--- config.mk ---
export PLATFORM = sky130hd
export DESIGN_NAME = sqvs_div
export DESIGN_NICKNAME = d
export VERILOG_FILES = /design/src/sv/sqvs_pkg.sv /design/src/sv/sqvs_div.sv
export SDC_FILE = /design/constraint.sdc
export NUM_CORES = 1
export LEC_CHECK = 0
export BUFFER_PORTS_ARGS = -buffer_cell sky130_fd_sc_hd__buf_2
export CORE_UTILIZATION = 45
export CTS_CLUSTER_DIAMETER = 100
export CTS_CLUSTER_SIZE = 14
export DETAILED_ROUTE_END_ITERATION = 8
export GPL_TIMING_DRIVEN = 0
export PLACE_DENSITY_LB_ADDON = 0.1
export SLEW_MARGIN = 30
export SYNTH_ARGS = -nofsm -noshare
export SYNTH_HDL_FRONTEND = slang
export SYNTH_SLANG_ARGS = --single-unit
--- constraint.sdc ---
create_clock -name clk -period 5.14 [get_ports clk]
set_input_delay 0.514 -clock clk [delete_from_list [all_inputs] [get_ports clk]]
set_output_delay 0.514 -clock clk [all_outputs]
set_load 0.01 [all_outputs]
--- src/sv/sqvs_pkg.sv ---
// ----------------------------------------------------------------------------
// sqvs_pkg
// Shared types, codes and constants for the sprite quad vertex setup block.
// ----------------------------------------------------------------------------
package sqvs_pkg;

  localparam int CordicSteps = 16;
  localparam int DivNumW     = 42;
  localparam int DivDenW     = 17;
  localparam int CountW      = 17;

  typedef enum logic [1:0] {
    KIND_BEGIN  = 2'd0,
    KIND_DRAW   = 2'd1,
    KIND_END    = 2'd2,
    KIND_UNUSED = 2'd3
  } kind_t;

  typedef enum logic [1:0] {
    EV_VERTEX = 2'd0,
    EV_FLUSH  = 2'd1,
    EV_ERROR  = 2'd2,
    EV_ACK    = 2'd3
  } event_t;

  typedef enum logic [1:0] {
    ST_IDLE,
    ST_DIV,
    ST_MUL,
    ST_EMIT
  } state_t;

  typedef struct packed {
    logic [1:0]         event_res;
    logic [CountW-1:0]  vertex_index;
    logic signed [31:0] pos_x;
    logic signed [31:0] pos_y;
    logic [15:0]        depth_out;
    logic signed [31:0] tex_u;
    logic signed [31:0] tex_v;
    logic [31:0]        colour_out;
    logic               last;
  } rsp_t;

  function automatic logic signed [32:0] atan_turn(input logic [3:0] i);
    logic signed [32:0] a;
    unique case (i)
      4'd0:  a = 33'sd536870912;
      4'd1:  a = 33'sd316933406;
      4'd2:  a = 33'sd167458907;
      4'd3:  a = 33'sd85004756;
      4'd4:  a = 33'sd42667331;
      4'd5:  a = 33'sd21354465;
      4'd6:  a = 33'sd10679838;
      4'd7:  a = 33'sd5340245;
      4'd8:  a = 33'sd2670163;
      4'd9:  a = 33'sd1335087;
      4'd10: a = 33'sd667544;
      4'd11: a = 33'sd333772;
      4'd12: a = 33'sd166886;
      4'd13: a = 33'sd83443;
      4'd14: a = 33'sd41722;
      default: a = 33'sd20861;
    endcase
    return a;
  endfunction

  function automatic logic signed [31:0] sat32(input logic signed [36:0] v);
    logic signed [31:0] r;
    if (v > 37'sd2147483647) r = 32'sh7FFFFFFF;
    else if (v < -37'sd2147483648) r = 32'sh80000000;
    else r = v[31:0];
    return r;
  endfunction

endpackage

--- src/sv/sqvs_div.sv ---
// ----------------------------------------------------------------------------
// sqvs_div
// Restoring signed divider, one quotient bit per cycle, truncating toward
// zero, saturated to 32 bits; divide by zero saturates by numerator sign.
// ----------------------------------------------------------------------------
module sqvs_div (
  input  logic                               clk,
  input  logic                               rst,
  input  logic                               start,
  input  logic signed [sqvs_pkg::DivNumW-1:0] num,
  input  logic signed [sqvs_pkg::DivDenW-1:0] den,
  output logic                               done,
  output logic signed [31:0]                 quo
);
  import sqvs_pkg::*;

  localparam logic [5:0] Steps = 6'(DivNumW);

  logic [5:0]          cnt;
  logic                busy;
  logic [DivNumW-1:0]  qreg;
  logic [DivDenW-1:0]  rem;
  logic [DivDenW-1:0]  dmag;
  logic                neg;
  logic                nsign;
  logic                nzero;
  logic                dzero;
  logic [DivDenW:0]    rem_sh;
  logic                qbit;
  logic [DivDenW:0]    rem_sub;

  always_comb begin
    rem_sh  = {rem, qreg[DivNumW-1]};
    rem_sub = rem_sh - {1'b0, dmag};
    qbit    = (rem_sh >= {1'b0, dmag});
  end

  always_ff @(posedge clk) begin
    if (rst) begin
      busy <= 1'b0;
      done <= 1'b0;
      cnt  <= '0;
    end else begin
      done <= 1'b0;
      if (start) begin
        busy  <= 1'b1;
        cnt   <= Steps;
        rem   <= '0;
        qreg  <= num[DivNumW-1] ? DivNumW'(-num) : DivNumW'(num);
        dmag  <= den[DivDenW-1] ? DivDenW'(-den) : DivDenW'(den);
        neg   <= num[DivNumW-1] ^ den[DivDenW-1];
        nsign <= num[DivNumW-1];
        nzero <= (num == '0);
        dzero <= (den == '0);
      end else if (busy) begin
        rem  <= qbit ? rem_sub[DivDenW-1:0] : rem_sh[DivDenW-1:0];
        qreg <= {qreg[DivNumW-2:0], qbit};
        cnt  <= cnt - 6'd1;
        if (cnt == 6'd1) begin
          busy <= 1'b0;
          done <= 1'b1;
        end
      end
    end
  end

  always_comb begin
    if (dzero) begin
      if (nzero) quo = '0;
      else if (nsign) quo = 32'sh80000000;
      else quo = 32'sh7FFFFFFF;
    end else if (neg) begin
      if (qreg > DivNumW'(64'h80000000)) quo = 32'sh80000000;
      else quo = 32'(-qreg);
    end else begin
      if (qreg > DivNumW'(64'h7FFFFFFF)) quo = 32'sh7FFFFFFF;
      else quo = qreg[31:0];
    end
  end

endmodule

# == Word level (Yosys, flattened, before mapping) ==
# Cells that the tools add are included.
# W data, S select, Z words.
# word_totals
register_bits,88
out_inout_bits,33
word_cells,49
# classes
addsub,5
n_lt_le_gt_ge,3
eq_ne,1
n_mux,18
n_bitwise,3
n_reduce_logical,7
# ops
operator,count
$mux W32,6
$mux W42,3
$gt A42 B31 Y1 const B,1
$gt A42 B32 Y1 const B,1
$logic_not A42 Y1,1
$neg A42 Y42,1
$mux W17,2
$neg A32 Y32,1
$ge A18 B17 Y1,1
$logic_not A17 Y1,1
$neg A17 Y17,1
$sub A17 B17 Y17,1
$mux W16,1
$mux W6,2
$eq A6 B1 Y1 const B,1
$sub A6 B1 Y6 const B,1
$mux W1,4
$reduce_and A2 Y1,2
$reduce_or A3 Y1,1
$not A1 Y1,2
$reduce_bool A2 Y1,1
$reduce_or A2 Y1,1
$xor A1 B1 Y1,1

# == Depth between registers and ports, before layout ==
# Gate-level depths: netlist (run 1).
# depth
word_depth,4
mapped_depth,13
ltp_nobuf,11

# == Worst setup path before layout (run 1) ==
# No wires, ideal clock.
# synth_path
kind,input-to-reg
from,input start
to,register qreg[0] (enable)
setup_time_ns,0.477
arrival_time_ns,3.530
required_ns,4.663
slack_ns,1.133
path_stages,4
path_buffers,2
path_cell_list,clkbuf_1 > clkbuf_1 > nor2_1 > nor2_1
# synth_via
elab_chain_cells,2
# synth_rtl
item,line,source
from (decl),sqvs_div.sv:9,"input logic start,"
$reduce_bool A2 Y1 (no source line),n/a,
$reduce_and A2 Y1 (no source line),n/a,
to (signal assigned),sqvs_div.sv:49,qreg <= num[DivNumW-1] ? DivNumW'(-num) : DivNumW'(num);
to (signal assigned),sqvs_div.sv:57,"qreg <= {qreg[DivNumW-2:0], qbit};"
to (decl),sqvs_div.sv:21,logic [DivNumW-1:0] qreg;
# Every way passes these cells.
# A chain may end at the register's enable or synchronous reset.

# == Final worst setup path (run 1) ==
# layout_path
from,register qreg[18]
to,output quo[23]
# layout_via
elab_chain_cells,4
word_cells_on_any_way,7
classes_between,1 x add/sub; 2 x order compare; 4 x mux
# layout_rtl
item,line,source
$gt A42 B31 Y1 (tied with other cells),sqvs_div.sv:76,if (qreg > DivNumW'(64'h7FFFFFFF)) quo = 32'sh7FFFFFFF;
"$mux W32, on equally long branches","sqvs_div.sv:76, sqvs_div.sv:73",
$mux W32 (*),sqvs_div.sv:72,end else if (neg) begin
$mux W32 (*),sqvs_div.sv:68,if (dzero) begin
to (decl),sqvs_div.sv:13,output logic signed [31:0] quo
# Mark *: on every way between the ends. The rest lies on a longest branch, timed or not.

==> flow_summary.html, run 1 <==
<table>
<tr><th>Metric</th><th>Value</th></tr>
<tr><th colspan="2">Clock tree</th></tr>
<tr><td>Number of sinks on the clock net</td><td>between 80 and 90</td></tr>
<tr><td>Clock buffer depth</td><td>2</td></tr>
<tr><td>CTS clock-pin slew for the worst setup and hold paths</td><td>roughly 0.070 ns</td></tr>
<tr><td>TritonCTS clock tree</td><td>built</td></tr>
<tr><td>Cell chosen for the clock root</td><td>sky130_fd_sc_hd__clkbuf_16</td></tr>
<tr><td>Post-CTS Repair Setup Buffers</td><td>0</td></tr>
<tr><td>Clock network latency to the later pin of the worst-skew pair</td><td>0.34 ns</td></tr>
<tr><td>H-tree depth</td><td>3</td></tr>
<tr><td>Hold buffer count at CTS</td><td>0</td></tr>
<tr><td>Count of cells resized by post-cts repair</td><td>0</td></tr>
<tr><td>TritonCTS Buffers</td><td>9</td></tr>
<tr><th colspan="2">Critical path</th></tr>
<tr><td>Combined buffer and inverter count along the critical path</td><td>1</td></tr>
<tr><td>Most used cell along the critical path</td><td>sky130_fd_sc_hd__or4_4</td></tr>
<tr><td>Critical path endpoint category</td><td>output port</td></tr>
<tr><td>Cell type group with the largest total delay on the critical path</td><td>simple AND/OR/NAND/NOR gates</td></tr>
<tr><td>Maximum net fanout on the critical path</td><td>8</td></tr>
<tr><td>End of the worst register-to-register path</td><td>rem[12]</td></tr>
<tr><td>Category of the most critical setup path</td><td>reg -&gt; out</td></tr>
<tr><td>Chain of cells forming the critical path</td><td>or4_4 -&gt; or4_4 -&gt; or4_4 -&gt; a21o_1 -&gt; nor3_4 -&gt; a21oi_1 -&gt; o21ai_1 -&gt; buf_2</td></tr>
<tr><td>Critical path's slowest cell</td><td>sky130_fd_sc_hd__or4_4</td></tr>
<tr><td>Reg2reg setup slack</td><td>1.63 ns</td></tr>
<tr><td>Highest cell delay on the worst timing path</td><td>just over 0.6 ns</td></tr>
<tr><td>Startpoint type of the worst setup path</td><td>flop</td></tr>
<tr><td>Source of the critical timing path</td><td>qreg[18]</td></tr>
<tr><td>CP Data Arrival Time</td><td>about 3.6 ns</td></tr>
<tr><td>Worst endpoint required time</td><td>about 4.6 ns</td></tr>
<tr><td>Source of the worst register-to-register timing path</td><td>qreg[41]</td></tr>
<tr><td>Cell depth of the worst flop-to-flop path</td><td>13</td></tr>
<tr><td>Total number of cells along the worst setup path</td><td>8</td></tr>
<tr><th colspan="2">Placement</th></tr>
<tr><td>Detailed placer's ending HPWL</td><td>14300 um</td></tr>
<tr><td>GP Congestion</td><td>around 0.95</td></tr>
<tr><td>Count of buffers from port buffering</td><td>91</td></tr>
<tr><td>Area after detailed placement</td><td>~7500 um2</td></tr>
<tr><th colspan="2">Timing</th></tr>
<tr><td>Unrepaired setup endpoints after global routing</td><td>false</td></tr>
<tr><td>Time the worst path needs with I/O delays and setup</td><td>4.15 ns</td></tr>
<tr><td>Setup-violating endpoint count in the final report</td><td>0</td></tr>
<tr><td>Final clock skew</td><td>between 0.01 and 0.015 ns</td></tr>
<tr><td>Max-slew headroom</td><td>about two fifths</td></tr>
<tr><td>Number of failing hold endpoints at the final stage</td><td>0</td></tr>
<tr><td>Total count of max-transition violations in the final report</td><td>0</td></tr>
<tr><td>Slew @ Worst Pin</td><td>roughly 0.87 ns</td></tr>
<tr><td>Portion of the clock cycle consumed by the worst path in the final layout</td><td>between 80% and 90%</td></tr>
<tr><td>Top achievable clock speed</td><td>241 MHz</td></tr>
<tr><th colspan="2">Floorplan</th></tr>
<tr><td>Width of the die</td><td>124 um</td></tr>
<tr><td>CORE AREA</td><td>14500 um2</td></tr>
<tr><td>Die Y</td><td>~120 um</td></tr>
<tr><td>Effective utilization at floorplan</td><td>46.2%</td></tr>
<tr><td>Num ports</td><td>95</td></tr>
<tr><td>DIE AREA</td><td>between 15000 and 20000 um2</td></tr>
<tr><td>Standard-cell row count</td><td>44</td></tr>
<tr><th colspan="2">Logic synthesis</th></tr>
<tr><td>Synth async-reset ratio</td><td>0%</td></tr>
<tr><td>Post-synth EDFFs</td><td>80</td></tr>
<tr><td>Number of nets produced by synthesis</td><td>870</td></tr>
<tr><td>Avg Synthesized Cell Area</td><td>between 8 and 9 um2</td></tr>
<tr><td>Synthesis Warnings</td><td>0</td></tr>
<tr><td>Number of flip-flops and latches in the synthesized netlist</td><td>between 80 and 90</td></tr>
<tr><td>Synth Cell Area</td><td>approximately 6700 um2</td></tr>
<tr><td>Flip-flop cell with the highest count after synthesis</td><td>sky130_fd_sc_hd__edfxtp_1</td></tr>
<tr><td>Part of the Yosys area used for sequential elements</td><td>38.2%</td></tr>
<tr><td>Synthesized netlist cell count</td><td>784</td></tr>
<tr><td>Netlist cell types</td><td>61</td></tr>
<tr><th colspan="2">Global route</th></tr>
<tr><td>Vias in the first global route</td><td>~6000</td></tr>
<tr><td>Number of antenna violations at the first check in global routing</td><td>0</td></tr>
<tr><td>Tot GR Track Use</td><td>about 25%</td></tr>
<tr><td>Remaining global-route overflow</td><td>0</td></tr>
<tr><td>Largest net degree at the start of global routing</td><td>22</td></tr>
<tr><td>Global-route wire length before repair</td><td>between 20000 and 30000 um</td></tr>
<tr><th colspan="2">Detailed routing</th></tr>
<tr><td>Total number of vias</td><td>6311</td></tr>
<tr><td>Drt first pass iters</td><td>4</td></tr>
<tr><td>Residual DRC count</td><td>0</td></tr>
<tr><td>Number of nets with antenna violations after routing</td><td>0</td></tr>
<tr><td>Initial DRC count</td><td>~510</td></tr>
<tr><td>Final wirelength</td><td>18500 um</td></tr>
<tr><td>Via-per-instance ratio</td><td>~6</td></tr>
<tr><td>Routed wire per std cell</td><td>around 17 um</td></tr>
<tr><th colspan="2">Power</th></tr>
<tr><td>Pwr/cell area</td><td>between 200 and 300 nW/um2</td></tr>
<tr><td>Static leakage power</td><td>~3.0 nW</td></tr>
<tr><td>Worst ir drop on vdd</td><td>about 0.00016 V</td></tr>
<tr><th colspan="2">Hold path</th></tr>
<tr><td>Hold WC Path Type</td><td>in -&gt; reg</td></tr>
<tr><td>WHS Path Cells</td><td>1</td></tr>
<tr><td>Sink of the worst hold path</td><td>nsign</td></tr>
<tr><td>Hold path start</td><td>num[41]</td></tr>
<tr><th colspan="2">Job</th></tr>
<tr><td>Number of max-cap violations</td><td>0</td></tr>
<tr><th colspan="2">Layout</th></tr>
<tr><td># diodes</td><td>0</td></tr>
<tr><td>Filler cell count in the final layout</td><td>1387</td></tr>
<tr><td>Share of final-layout standard cells stronger than drive strength 1</td><td>14.6%</td></tr>
<tr><td>Net count of the finished layout</td><td>between 900 and 1000</td></tr>
<tr><td>Final design instance area without fill</td><td>approximately 7800 um2</td></tr>
<tr><td>Util after Layout</td><td>roughly 54%</td></tr>
<tr><td>Area Overhead vs Synth</td><td>16.0%</td></tr>
<tr><th colspan="2">Status</th></tr>
<tr><td>Result of the run</td><td>finished, final reports clean</td></tr>
</table>
-- cell families after synthesis --
logic type               Yosys count  synth area share (%)
adder cells (fa/ha/maj)           24                  4.59
flip-flops                        88                  38.2
AND/OR/NAND/NOR                  280                  20.5
AO/OA/AOI/OAI                    241                  22.7
multiplexers                       1                 0.149
buffers and inverters             76                  4.29
XOR/XNOR                          74                  9.66
-- flip-flops by register name (all words and copies together) (netlist names), 6 cells and up --
name / flops
qreg: 42
dmag: 17
cnt: 6
rem: 17
-- cells in the final DEF, fill, tap and decap left out, types with 13 or more instances in the layout --
master                     count
sky130_fd_sc_hd__a21oi_1      81
sky130_fd_sc_hd__buf_2        93
sky130_fd_sc_hd__clkbuf_1     38
sky130_fd_sc_hd__edfxtp_1     80
sky130_fd_sc_hd__ha_1         23
sky130_fd_sc_hd__inv_1        35
sky130_fd_sc_hd__nand2_1      70
sky130_fd_sc_hd__nand3_1      13
sky130_fd_sc_hd__nor2_1       89
sky130_fd_sc_hd__nor3_1       22
sky130_fd_sc_hd__nor4_1       13
sky130_fd_sc_hd__o21ai_0      53
sky130_fd_sc_hd__o31ai_1      21
sky130_fd_sc_hd__or4_1        13
sky130_fd_sc_hd__xnor2_1      26
sky130_fd_sc_hd__xor2_1       48
-- where the power goes --
| part | internal (mW) | total, mW | switching [mW] |
|---|---|---|---|
| Combinational | 0.218 | 0.534 | 0.316 |
| Clock | 0.362 | 0.651 | 0.289 |
| Sequential | 0.858 | 0.904 | 0.0457 |
-- layer usage --
metal / track usage (%) / routed length (um) / vias to the layer above
li1: - / - / 3106
met1: 30.1 / 7950 / 2976
met2: 43.8 / 9260 / 197
met3: 2.79 / 758 / 32
met4: 9.52 / 507 / 0
met5: 0 / 0 / -
-- final cells by class --
class / count / area [um2] / area share [%]
buffer: 41 / 156 / 2.01
multi-input combinational: 620 / 3870 / 49.7
clock buffer: 10 / 250 / 3.21
timing repair buffer: 95 / 537 / 6.90
tap: 184 / 230 / 2.96
clock inverter: 6 / 46.3 / 0.595
sequential: 88 / 2560 / 32.9
inverter: 35 / 131 / 1.69
-- per-stage QoR --
step	TNS, ns	cells	setup WS, ns	hold slack, ns	power, mW
4_1_cts	0	1079	1.01	0.353	2.10
3_3_place_gp	-25.29	1059	-0.429	0.554	1.43
6_report	0	1079	0.988	0.363	2.09
2_1_floorplan	0	784	1.13	0.530	1.27
3_5_place_dp	0	1063	1.38	0.556	1.45
5_1_grt	0	1079	0.829	0.365	2.20
-- worst reg2reg max path: stages (launching register included) --
cell	delay, ns
sky130_fd_sc_hd__edfxtp_1	0.45
sky130_fd_sc_hd__inv_1	0.09
sky130_fd_sc_hd__ha_1	0.17
sky130_fd_sc_hd__inv_1	0.06
sky130_fd_sc_hd__fa_1	0.44
sky130_fd_sc_hd__a211oi_1	0.41
sky130_fd_sc_hd__o21ai_0	0.15
sky130_fd_sc_hd__nor3b_1	0.19
sky130_fd_sc_hd__o21bai_1	0.21
sky130_fd_sc_hd__and2_1	0.16
sky130_fd_sc_hd__clkbuf_1	0.29
sky130_fd_sc_hd__clkbuf_1	0.48
sky130_fd_sc_hd__nand2_1	0.12
sky130_fd_sc_hd__a21oi_1	0.16
-- synthesized netlist by cell type (13+ instances only) --
cell type	number	share of area, %
sky130_fd_sc_hd__o21ai_0	53	4.0
sky130_fd_sc_hd__inv_1	35	2.0
sky130_fd_sc_hd__o31ai_1	21	2.3
sky130_fd_sc_hd__ha_1	23	4.3
sky130_fd_sc_hd__nor3_1	22	1.6
sky130_fd_sc_hd__or4_1	13	1.5
sky130_fd_sc_hd__edfxtp_1	80	36
sky130_fd_sc_hd__xnor2_1	26	3.4
sky130_fd_sc_hd__clkbuf_1	38	2.1
sky130_fd_sc_hd__nor2_1	90	5.0
sky130_fd_sc_hd__nor4_1	13	1.2
sky130_fd_sc_hd__nand3_1	13	0.97
sky130_fd_sc_hd__nand2_1	70	3.9
sky130_fd_sc_hd__xor2_1	48	6.3
sky130_fd_sc_hd__a21oi_1	81	6.0
-- worst max path at each step --
stage	end	slack (ns)
after floorplan	qreg[0]	1.13
after global placement	qreg[5]	-0.43
after detailed placement	quo[26]	1.38
after CTS	quo[26]	1.01
after global routing	quo[16]	0.83
final	quo[23]	0.99
No activity file was read; power rests on OpenSTA's default activity.
==> run 2, diff against run 1 <==
clock period = 4.2 ns   (was 5.14 ns; I/O delays follow)
==> run 2 against run 1 <==
- worst setup slack got worse by 0.85 ns
- count of clock-buffer cells in the layout did not move
- sequential cell count did not move
- sequential share of layout area barely moved
- routed wire length barely moved
- highest routed layer unchanged
- via count rose by 1.1%
==> flow_summary.html, run 2 (same netlist as run 1, synthesis figures left out) <==
<table>
<tr><th>Metric</th><th>Value</th></tr>
<tr><th colspan="2">Floorplan</th></tr>
<tr><td>Effective utilization at floorplan</td><td>46.2% (unchanged)</td></tr>
<tr><td>Num ports</td><td>95 (unchanged)</td></tr>
<tr><td>CORE AREA</td><td>14500 um2 (unchanged)</td></tr>
<tr><td>DIE AREA</td><td>15400 um2 (unchanged)</td></tr>
<tr><td>Width of the die</td><td>124 um (unchanged)</td></tr>
<tr><td>Die Y</td><td>124 um (unchanged)</td></tr>
<tr><td>Standard-cell row count</td><td>44 (unchanged)</td></tr>
<tr><th colspan="2">Clock tree</th></tr>
<tr><td>Clock buffer depth</td><td>2 (unchanged)</td></tr>
<tr><td>Cell chosen for the clock root</td><td>sky130_fd_sc_hd__clkbuf_16</td></tr>
<tr><td>TritonCTS clock tree</td><td>built</td></tr>
<tr><td>Number of sinks on the clock net</td><td>88 (unchanged)</td></tr>
<tr><td>TritonCTS Buffers</td><td>9 (unchanged)</td></tr>
<tr><td>Clock network latency to the later pin of the worst-skew pair</td><td>0.34 ns (about the same)</td></tr>
<tr><td>H-tree depth</td><td>3 (unchanged)</td></tr>
<tr><td>CTS clock-pin slew for the worst setup and hold paths</td><td>0.07 ns (about the same)</td></tr>
<tr><td>Hold buffer count at CTS</td><td>0 (unchanged)</td></tr>
<tr><th colspan="2">Power</th></tr>
<tr><td>Comb power frac</td><td>25.5% (about the same)</td></tr>
<tr><td>Worst ir drop on vdd</td><td>0.000190 V (+22%)</td></tr>
<tr><td>Fraction of power spent switching nets</td><td>31.2% (+0.034 points)</td></tr>
<tr><td>Clock group share of total power</td><td>31.2% (about the same)</td></tr>
<tr><td>Cell-internal power</td><td>1.76 mW (+22%)</td></tr>
<tr><td>Static leakage power</td><td>2.98 nW (+0.25%)</td></tr>
<tr><td>Register share of total power</td><td>43.2% (about the same)</td></tr>
<tr><td>Final total power</td><td>2.56 mW (+22%)</td></tr>
<tr><td>Pwr/cell area</td><td>328 nW/um2 (+22%)</td></tr>
<tr><td>Switching power summed over all nets</td><td>0.798 mW (+23%)</td></tr>
<tr><th colspan="2">Timing</th></tr>
<tr><td>Number of failing hold endpoints at the final stage</td><td>0 (unchanged)</td></tr>
<tr><td>Setup-violating endpoint count in the final report</td><td>0 (unchanged)</td></tr>
<tr><td>Time the worst path needs with I/O delays and setup</td><td>between 4 and 5 ns</td></tr>
<tr><td>Portion of the clock cycle consumed by the worst path in the final layout</td><td>96.7%</td></tr>
<tr><td>Total count of max-transition violations in the final report</td><td>0 (unchanged)</td></tr>
<tr><td>Slew @ Worst Pin</td><td>0.886 ns (+0.0144 ns)</td></tr>
<tr><td>Max-slew headroom</td><td>40.7% (-0.96 points)</td></tr>
<tr><td>Top achievable clock speed</td><td>between 200 and 250 MHz</td></tr>
<tr><td>Final clock skew</td><td>0.0103 ns (-0.000820 ns)</td></tr>
<tr><td>Worst Setup Slack, final</td><td>0.141 ns (-0.847 ns)</td></tr>
<tr><td>Unrepaired setup endpoints after global routing</td><td>true</td></tr>
<tr><th colspan="2">Critical path</th></tr>
<tr><td>Maximum net fanout on the critical path</td><td>6 (-2)</td></tr>
<tr><td>Source of the critical timing path</td><td>qreg[18]</td></tr>
<tr><td>End of the worst register-to-register path</td><td>rem[12]</td></tr>
<tr><td>CP Data Arrival Time</td><td>3.64 ns (about the same)</td></tr>
<tr><td>Category of the most critical setup path</td><td>reg -&gt; out</td></tr>
<tr><td>Cell depth of the worst flop-to-flop path</td><td>13 (unchanged)</td></tr>
<tr><td>Reg2reg setup slack</td><td>0.70 ns (-0.93 ns)</td></tr>
<tr><td>Critical path endpoint category</td><td>output port</td></tr>
<tr><td>Worst endpoint required time</td><td>3.78 ns (-0.85 ns)</td></tr>
<tr><td>Source of the worst register-to-register timing path</td><td>qreg[41]</td></tr>
<tr><td>CP Capture Point</td><td>quo[23]</td></tr>
<tr><td>Startpoint type of the worst setup path</td><td>flop</td></tr>
<tr><th colspan="2">Global route</th></tr>
<tr><td>Tot GR Track Use</td><td>24.6% (unchanged)</td></tr>
<tr><td>Vias in the first global route</td><td>5985 (unchanged)</td></tr>
<tr><td>Largest net degree at the start of global routing</td><td>22 (unchanged)</td></tr>
<tr><td>Number of antenna violations at the first check in global routing</td><td>0 (unchanged)</td></tr>
<tr><td>Global-route wire length before repair</td><td>29300 um (unchanged)</td></tr>
<tr><td>Remaining global-route overflow</td><td>0 (unchanged)</td></tr>
<tr><th colspan="2">Layout</th></tr>
<tr><td># diodes</td><td>0 (unchanged)</td></tr>
<tr><td>Register with the highest flop count</td><td>qreg</td></tr>
<tr><td>Net count of the finished layout</td><td>977 (+0.10%)</td></tr>
<tr><td>Top Registers</td><td>qreg: 42 flops, dmag: 17 flops, rem: 17 flops</td></tr>
<tr><td>Number of flip-flops in the largest register</td><td>42 (unchanged)</td></tr>
<tr><td>Share of final-layout standard cells stronger than drive strength 1</td><td>14.8% (+0.21 points)</td></tr>
<tr><td>Area Overhead vs Synth</td><td>16.1%</td></tr>
<tr><td>Filler-free cell count of the finished design</td><td>1080 (+0.093%)</td></tr>
<tr><td>Util after Layout</td><td>53.6% (+0.060 points)</td></tr>
<tr><td>Most common cell after layout, fill and taps aside</td><td>sky130_fd_sc_hd__buf_2</td></tr>
<tr><td>Most frequent cells in the layout</td><td>sky130_fd_sc_hd__buf_2, sky130_fd_sc_hd__nor2_1, sky130_fd_sc_hd__a21oi_1, sky130_fd_sc_hd__edfxtp_1, sky130_fd_sc_hd__nand2_1</td></tr>
<tr><th colspan="2">Placement</th></tr>
<tr><td>Worst setup timing slack at the placement stage</td><td>0.533 ns (-0.846 ns)</td></tr>
<tr><td>Count of buffers from port buffering</td><td>91 (unchanged)</td></tr>
<tr><td>GP Congestion</td><td>0.948 (unchanged)</td></tr>
<tr><td>Placed insts</td><td>1063 (unchanged)</td></tr>
<tr><td>Detailed placer's ending HPWL</td><td>14300 um (unchanged)</td></tr>
<tr><th colspan="2">Detailed routing</th></tr>
<tr><td>Residual DRC count</td><td>0 (unchanged)</td></tr>
<tr><td>Final wirelength</td><td>18500 um (about the same)</td></tr>
<tr><td>Routed wire per std cell</td><td>17.1 um (about the same)</td></tr>
<tr><td>Via-per-instance ratio</td><td>5.91 (+1.0%)</td></tr>
<tr><td>Drt first pass iters</td><td>5 (+1)</td></tr>
<tr><td>Number of nets with antenna violations after routing</td><td>0 (unchanged)</td></tr>
<tr><td>Total number of vias</td><td>6383 (+1.1%)</td></tr>
<tr><td>Initial DRC count</td><td>492 (-3.7%)</td></tr>
<tr><th colspan="2">Hold path</th></tr>
<tr><td>Hold WC Path Type</td><td>in -&gt; reg</td></tr>
<tr><td>WHS Path Cells</td><td>1 (unchanged)</td></tr>
<tr><th colspan="2">Status</th></tr>
<tr><td>Result of the run</td><td>finished, final reports clean</td></tr>
<tr><th colspan="2">Job</th></tr>
<tr><td>Number of max-cap violations</td><td>0 (unchanged)</td></tr>
</table>
## run 2: cell types whose count changed in the layout (fill, tap and decap cells not counted), sizes merged
cell	delta
buf	+1
## run 2: repair_timing
item	4_1_cts	5_1_grt
setup endpoints to repair	0	3
gates resized for setup	0	1
buffers inserted	0	1
## run 2: area by class of cell
| cell class | instances | area (um2) |
|---|---|---|
| clock buffer | 10 | 250 |
| multi-input combinational | 620 | 3870 |
| timing repair buffer | 96 | 544 |
| clock inverter | 6 | 46.3 |
| inverter | 35 | 131 |
| buffer | 41 | 156 |
| fill | 1385 | 6740 |
| tap | 184 | 230 |
| sequential | 88 | 2560 |
## run 2: critical path, stage by stage (launching register included)
cell                       delay, ns
sky130_fd_sc_hd__edfxtp_1       0.47
sky130_fd_sc_hd__or4_4          0.61
sky130_fd_sc_hd__or4_4          0.54
sky130_fd_sc_hd__or4_4          0.59
sky130_fd_sc_hd__a211oi_4       0.43
sky130_fd_sc_hd__nand2_2        0.13
sky130_fd_sc_hd__o221a_1        0.24
sky130_fd_sc_hd__o21ai_1        0.13
sky130_fd_sc_hd__buf_2          0.14
## run 2: routing by layer
| metal | vias up | GRT usage [%] | share of wire, % | wire length, um |
|---|---|---|---|---|
| met3 | 36 | 2.79 | 4.1 | 755 |
| met2 | 232 | 43.8 | 50 | 9230 |
| met4 | 0 | 9.52 | 2.8 | 525 |
| li1 | 3107 | - | - | - |
| met5 | - | 0 | 0 | 0 |
| met1 | 3008 | 30.1 | 43 | 7980 |
## run 2: worst min-delay path by stage
| stage | slack, ns | endpoint | from |
|---|---|---|---|
| floorplan | 0.52 | dmag[0] | den[0] |
| global placement | 0.55 | cnt[4] | cnt[4] |
| detailed placement | 0.56 | cnt[4] | cnt[4] |
| CTS | 0.26 | dmag[0] | den[0] |
| global route | 0.27 | dmag[0] | den[0] |
| finish | 0.27 | nsign | num[41] |
## run 2: metrics by stage
stage	TNS, ns	hold slack [ns]	instance area, um2
final	0	0.269	7790
after global routing	-0.0164	0.271	7790
after CTS	0	0.259	7780
after detailed placement	0	0.556	7490
after floorplan	0	0.519	6710
after global placement	-76.05	0.554	7400
## run 2: power groups by stage
stage / clock network, mW / registers [mW] / logic [mW]
2_1_floorplan: 0 / 1.11 / 0.450
3_3_place_gp: 0 / 1.13 / 0.621
3_5_place_dp: 0 / 1.12 / 0.646
4_1_cts: 0.811 / 1.10 / 0.651
5_1_grt: 0.846 / 1.12 / 0.730
6_report: 0.798 / 1.11 / 0.653
==> run 3, diff against run 2 <==
ABC_AREA = 1   (was unset)
==> run 3 against run 2 <==
- clock skew up 0.0035 ns
- via count up 20%
- highest routed layer unchanged
- critical path depth is 3 higher
- critical endpoint is now quo[25]
- die area increased by 16%
==> flow_summary.html, run 3 <==
<table>
<tr><th>Metric</th><th>Value</th></tr>
<tr><th colspan="2">Detailed routing</th></tr>
<tr><td>Uppermost layer routed</td><td>met4</td></tr>
<tr><td>Via-per-instance ratio</td><td>5.09 (-14%)</td></tr>
<tr><td>Drt first pass iters</td><td>7 (+2)</td></tr>
<tr><td>Total number of vias</td><td>7665 (+20%)</td></tr>
<tr><td>Metal-1 WL</td><td>11500 um (+44%)</td></tr>
<tr><td>Routed wire per std cell</td><td>14.8 um (-14%)</td></tr>
<tr><td>Residual DRC count</td><td>0 (unchanged)</td></tr>
<tr><td>Number of nets with antenna violations after routing</td><td>0 (unchanged)</td></tr>
<tr><td>WL met2</td><td>9340 um (+1.2%)</td></tr>
<tr><td>Routed wire length on met3</td><td>1270 um (+69%)</td></tr>
<tr><td>Final wirelength</td><td>22300 um (+20%)</td></tr>
<tr><td>Initial DRC count</td><td>608 (+24%)</td></tr>
<tr><th colspan="2">Critical path</th></tr>
<tr><td>Critical path endpoint category</td><td>output port</td></tr>
<tr><td>Source of the worst register-to-register timing path</td><td>qreg[41]</td></tr>
<tr><td>Highest cell delay on the worst timing path</td><td>0.50 ns (-0.11 ns)</td></tr>
<tr><td>CP Data Arrival Time</td><td>2.67 ns (-0.97 ns)</td></tr>
<tr><td>Critical path's slowest cell</td><td>sky130_fd_sc_hd__edfxtp_1</td></tr>
<tr><td>Chain of cells forming the critical path</td><td>nor2_1 -&gt; inv_2 -&gt; nor2_1 -&gt; nand3_2 -&gt; nand2_2 -&gt; buf_2 -&gt; o21ai_1 -&gt; o21bai_1 -&gt; nand2_1 -&gt; nand2_1 -&gt; buf_2</td></tr>
<tr><td>Worst endpoint required time</td><td>3.78 ns (about the same)</td></tr>
<tr><td>Category of the most critical setup path</td><td>reg -&gt; out</td></tr>
<tr><td>Source of the critical timing path</td><td>qreg[41]</td></tr>
<tr><td>Combined buffer and inverter count along the critical path</td><td>3 (+2)</td></tr>
<tr><td>Startpoint type of the worst setup path</td><td>flop</td></tr>
<tr><td>Maximum net fanout on the critical path</td><td>10 (+4)</td></tr>
<tr><td>Cell type group with the largest total delay on the critical path</td><td>simple AND/OR/NAND/NOR gates</td></tr>
<tr><th colspan="2">Floorplan</th></tr>
<tr><td>Width of the die</td><td>134 um (+7.7%)</td></tr>
<tr><td>Effective utilization at floorplan</td><td>46.6% (+0.42 points)</td></tr>
<tr><td>CORE AREA</td><td>16800 um2 (+15%)</td></tr>
<tr><td>Die Y</td><td>134 um (+7.7%)</td></tr>
<tr><td>DIE AREA</td><td>17900 um2 (+16%)</td></tr>
<tr><td>Num ports</td><td>95 (unchanged)</td></tr>
<tr><td>Standard-cell row count</td><td>47 (+6.8%)</td></tr>
<tr><th colspan="2">Timing</th></tr>
<tr><td>Sum of negative setup slack</td><td>0 ns (unchanged)</td></tr>
<tr><td>Unrepaired setup endpoints after global routing</td><td>false</td></tr>
<tr><td>Total count of max-transition violations in the final report</td><td>0 (unchanged)</td></tr>
<tr><td>Final clock skew</td><td>0.0138 ns (+0.00349 ns)</td></tr>
<tr><td>Time the worst path needs with I/O delays and setup</td><td>3.09 ns (-0.973 ns)</td></tr>
<tr><td>Top achievable clock speed</td><td>324 MHz (+32%)</td></tr>
<tr><td>Final hold slack</td><td>0.270 ns (+0.00135 ns)</td></tr>
<tr><td>Max-slew headroom</td><td>51.2% (+11 points)</td></tr>
<tr><td>Slew @ Worst Pin</td><td>0.731 ns (-0.155 ns)</td></tr>
<tr><td>Number of failing hold endpoints at the final stage</td><td>0 (unchanged)</td></tr>
<tr><td>Portion of the clock cycle consumed by the worst path in the final layout</td><td>73.5% (-23 points)</td></tr>
<tr><td>Setup-violating endpoint count in the final report</td><td>0 (unchanged)</td></tr>
<tr><th colspan="2">Power</th></tr>
<tr><td>Comb power frac</td><td>28.6% (+3.1 points)</td></tr>
<tr><td>Cell-internal power</td><td>1.73 mW (-1.6%)</td></tr>
<tr><td>Final total power</td><td>2.63 mW (+2.9%)</td></tr>
<tr><td>Static leakage power</td><td>4.28 nW (+44%)</td></tr>
<tr><td>Register share of total power</td><td>42.0% (-1.2 points)</td></tr>
<tr><td>Pwr/cell area</td><td>295 nW/um2 (-10%)</td></tr>
<tr><td>Switching power summed over all nets</td><td>0.901 mW (+13%)</td></tr>
<tr><td>Clock group share of total power</td><td>29.3% (-1.9 points)</td></tr>
<tr><td>Worst ir drop on vdd</td><td>0.000231 V (+22%)</td></tr>
<tr><td>Fraction of power spent switching nets</td><td>34.2% (+3.0 points)</td></tr>
<tr><th colspan="2">Clock tree</th></tr>
<tr><td>Count of cells resized by post-cts repair</td><td>0 (unchanged)</td></tr>
<tr><td>Clock buffer depth</td><td>2 (unchanged)</td></tr>
<tr><td>Cell chosen for the clock root</td><td>sky130_fd_sc_hd__clkbuf_16</td></tr>
<tr><td>H-tree depth</td><td>3 (unchanged)</td></tr>
<tr><td>Number of sinks on the clock net</td><td>88 (unchanged)</td></tr>
<tr><td>TritonCTS clock tree</td><td>built</td></tr>
<tr><td>TritonCTS Buffers</td><td>9 (unchanged)</td></tr>
<tr><td>Hold buffer count at CTS</td><td>0 (unchanged)</td></tr>
<tr><td>Clock network latency to the later pin of the worst-skew pair</td><td>0.35 ns (about the same)</td></tr>
<tr><td>Post-CTS Repair Setup Buffers</td><td>0 (unchanged)</td></tr>
<tr><td>CTS clock-pin slew for the worst setup and hold paths</td><td>0.07 ns (about the same)</td></tr>
<tr><th colspan="2">Global route</th></tr>
<tr><td>Largest net degree at the start of global routing</td><td>25 (+14%)</td></tr>
<tr><td>Vias in the first global route</td><td>6918 (+16%)</td></tr>
<tr><td>Remaining global-route overflow</td><td>0 (unchanged)</td></tr>
<tr><td>Global-route wire length before repair</td><td>35700 um (+22%)</td></tr>
<tr><td>Tot GR Track Use</td><td>25.7% (+1.1 points)</td></tr>
<tr><td>Number of antenna violations at the first check in global routing</td><td>0 (unchanged)</td></tr>
<tr><th colspan="2">Logic synthesis</th></tr>
<tr><td>Cell type with the highest aggregate area in the netlist</td><td>sky130_fd_sc_hd__edfxtp_1</td></tr>
<tr><td>Number of nets produced by synthesis</td><td>1261 (+45%)</td></tr>
<tr><td>Synth async-reset ratio</td><td>0% (unchanged)</td></tr>
<tr><td>Synthesized netlist cell count</td><td>1175 (+50%)</td></tr>
<tr><td>Netlist cell types</td><td>43 (-30%)</td></tr>
<tr><td>Synth area leaders</td><td>sky130_fd_sc_hd__edfxtp_1, sky130_fd_sc_hd__nand2_1, sky130_fd_sc_hd__nor2_1, sky130_fd_sc_hd__inv_1, sky130_fd_sc_hd__nand3_1</td></tr>
<tr><td>Flip-flop cell with the highest count after synthesis</td><td>sky130_fd_sc_hd__edfxtp_1</td></tr>
<tr><td>Most instantiated library cell after synthesis</td><td>sky130_fd_sc_hd__nand2_1</td></tr>
<tr><td>Synthesis Warnings</td><td>0 (unchanged)</td></tr>
<tr><td>Synth Cell Area</td><td>7810 um2 (+16%)</td></tr>
<tr><td>Area share of the largest cell type after synthesis</td><td>30.8% (-5.0 points)</td></tr>
<tr><td>Number of flip-flops and latches in the synthesized netlist</td><td>88 (unchanged)</td></tr>
<tr><td>Avg Synthesized Cell Area</td><td>6.64 um2 (-22%)</td></tr>
<tr><td>Synthesized-area fraction occupied by xor and xnor cells</td><td>6.39% (-3.3 points)</td></tr>
<tr><td>Proportion of synthesized area in mux cells</td><td>0% (-0.15 points)</td></tr>
<tr><td>Post-synth EDFFs</td><td>80 (unchanged)</td></tr>
<tr><td>Post-Synth Adder-Cell Area</td><td>3.94% (-0.64 points)</td></tr>
<tr><td>Post-Synth Simple-Gate Area</td><td>36.1% (+16 points)</td></tr>
<tr><td>Main combinational cell family by area after synthesis</td><td>simple AND/OR/NAND/NOR gates</td></tr>
<tr><td>Part of the Yosys area used for sequential elements</td><td>32.8% (-5.4 points)</td></tr>
<tr><td>Compound-Gate Fraction of Synth Area</td><td>11.7% (-11 points)</td></tr>
<tr><td>Most instantiated cells after synthesis</td><td>sky130_fd_sc_hd__nand2_1, sky130_fd_sc_hd__nor2_1, sky130_fd_sc_hd__inv_1</td></tr>
<tr><th colspan="2">Layout</th></tr>
<tr><td>Top Registers</td><td>qreg: 42 flops, dmag: 17 flops, rem: 17 flops</td></tr>
<tr><td>Share of final-layout standard cells stronger than drive strength 1</td><td>12.5% (-2.3 points)</td></tr>
<tr><td>Net count of the finished layout</td><td>1368 (+40%)</td></tr>
<tr><td>Number of flip-flops in the largest register</td><td>42 (unchanged)</td></tr>
<tr><td>Most frequent cells in the layout</td><td>sky130_fd_sc_hd__nand2_1, sky130_fd_sc_hd__nor2_1, sky130_fd_sc_hd__inv_1, sky130_fd_sc_hd__buf_2, sky130_fd_sc_hd__nand3_1</td></tr>
<tr><td>Register with the highest flop count</td><td>qreg</td></tr>
<tr><td>Filler cell count in the final layout</td><td>1774 (+28%)</td></tr>
<tr><td>Most common cell after layout, fill and taps aside</td><td>sky130_fd_sc_hd__nand2_1</td></tr>
<tr><td>Area Overhead vs Synth</td><td>14.2%</td></tr>
<tr><td># diodes</td><td>0 (unchanged)</td></tr>
<tr><td>Final design instance area without fill</td><td>8910 um2 (+14%)</td></tr>
<tr><td>Filler-free cell count of the finished design</td><td>1507 (+40%)</td></tr>
<tr><th colspan="2">Placement</th></tr>
<tr><td>Area after detailed placement</td><td>8630 um2 (+15%)</td></tr>
<tr><td>Placed insts</td><td>1491 (+40%)</td></tr>
<tr><td>Detailed placer's ending HPWL</td><td>17900 um (+25%)</td></tr>
<tr><td>GP Congestion</td><td>0.940 (-0.78%)</td></tr>
<tr><td>Count of buffers from port buffering</td><td>92 (+1.1%)</td></tr>
<tr><th colspan="2">Job</th></tr>
<tr><td>Number of max-cap violations</td><td>0 (unchanged)</td></tr>
<tr><th colspan="2">Status</th></tr>
<tr><td>Result of the run</td><td>finished, final reports clean</td></tr>
<tr><th colspan="2">Hold path</th></tr>
<tr><td>Hold path start</td><td>den[0]</td></tr>
<tr><td>Hold WC Path Type</td><td>in -&gt; reg</td></tr>
</table>
-- run 3: final timing paths --
kind / endpoint / cells after the start / slack [ns]
worst max-delay path: quo[25] / 11 / 1.11
worst min-delay path: dmag[0] / 1 / 0.27
worst max register to register: rem[14] / 15 / 1.56
worst min register to register: cnt[3] / 2 / 0.53
-- run 3: cells by family after synthesis --
logic type,after synthesis
simple gates,665
buf+inv,178
compound gates,163
flops,88
xor+xnor,57
fa+ha+maj,24
-- run 3: routing by layer --
layer / track usage (%) / vias up
met3: 2.93 / 14
met4: 5.87 / 0
met2: 38.5 / 229
met1: 39.1 / 3393
met5: 0 / -
li1: - / 4029
-- run 3: power by group through the flow --
stage / sequential [mW] / combinational [mW] / clock [mW]
after detailed placement: 1.12 / 0.746 / 0
final: 1.11 / 0.753 / 0.772
after CTS: 1.10 / 0.749 / 0.787
after floorplan: 1.10 / 0.527 / 0
after global placement: 1.13 / 0.728 / 0
after global routing: 1.11 / 0.857 / 0.813
-- run 3: cell type report --
class	count	area (um2)	share of cell area, %
multi-input combinational	909	4550	51.0
sequential	88	2560	28.7
clock buffer	10	229	2.57
tap	220	275	3.09
inverter	146	548	6.15
clock inverter	6	50.0	0.561
buffer	32	158	1.77
timing repair buffer	96	542	6.08
-- run 3: stage by stage --
stage               setup WS, ns  utilization (%)
floorplan                  0.461                -
global placement           -1.10             51.0
detailed placement          1.45             51.5
CTS                         1.07             53.2
global route               0.947             53.2
finish                      1.11             53.2
-- run 3: worst reg2reg max path, cell delays in order, from the launching register on --
cell                       delay [ns]
sky130_fd_sc_hd__edfxtp_1        0.50
sky130_fd_sc_hd__inv_1           0.10
sky130_fd_sc_hd__ha_1            0.16
sky130_fd_sc_hd__inv_1           0.05
sky130_fd_sc_hd__fa_1            0.40
sky130_fd_sc_hd__nand3_1         0.09
sky130_fd_sc_hd__nand2_1         0.12
sky130_fd_sc_hd__nand2_1         0.08
sky130_fd_sc_hd__nand2_1         0.10
sky130_fd_sc_hd__nand2_1         0.10
sky130_fd_sc_hd__nand2_1         0.07
sky130_fd_sc_hd__nand2_1         0.12
sky130_fd_sc_hd__nand2_4         0.12
sky130_fd_sc_hd__buf_4           0.20
sky130_fd_sc_hd__o21ai_1         0.13
sky130_fd_sc_hd__nor2_1          0.05
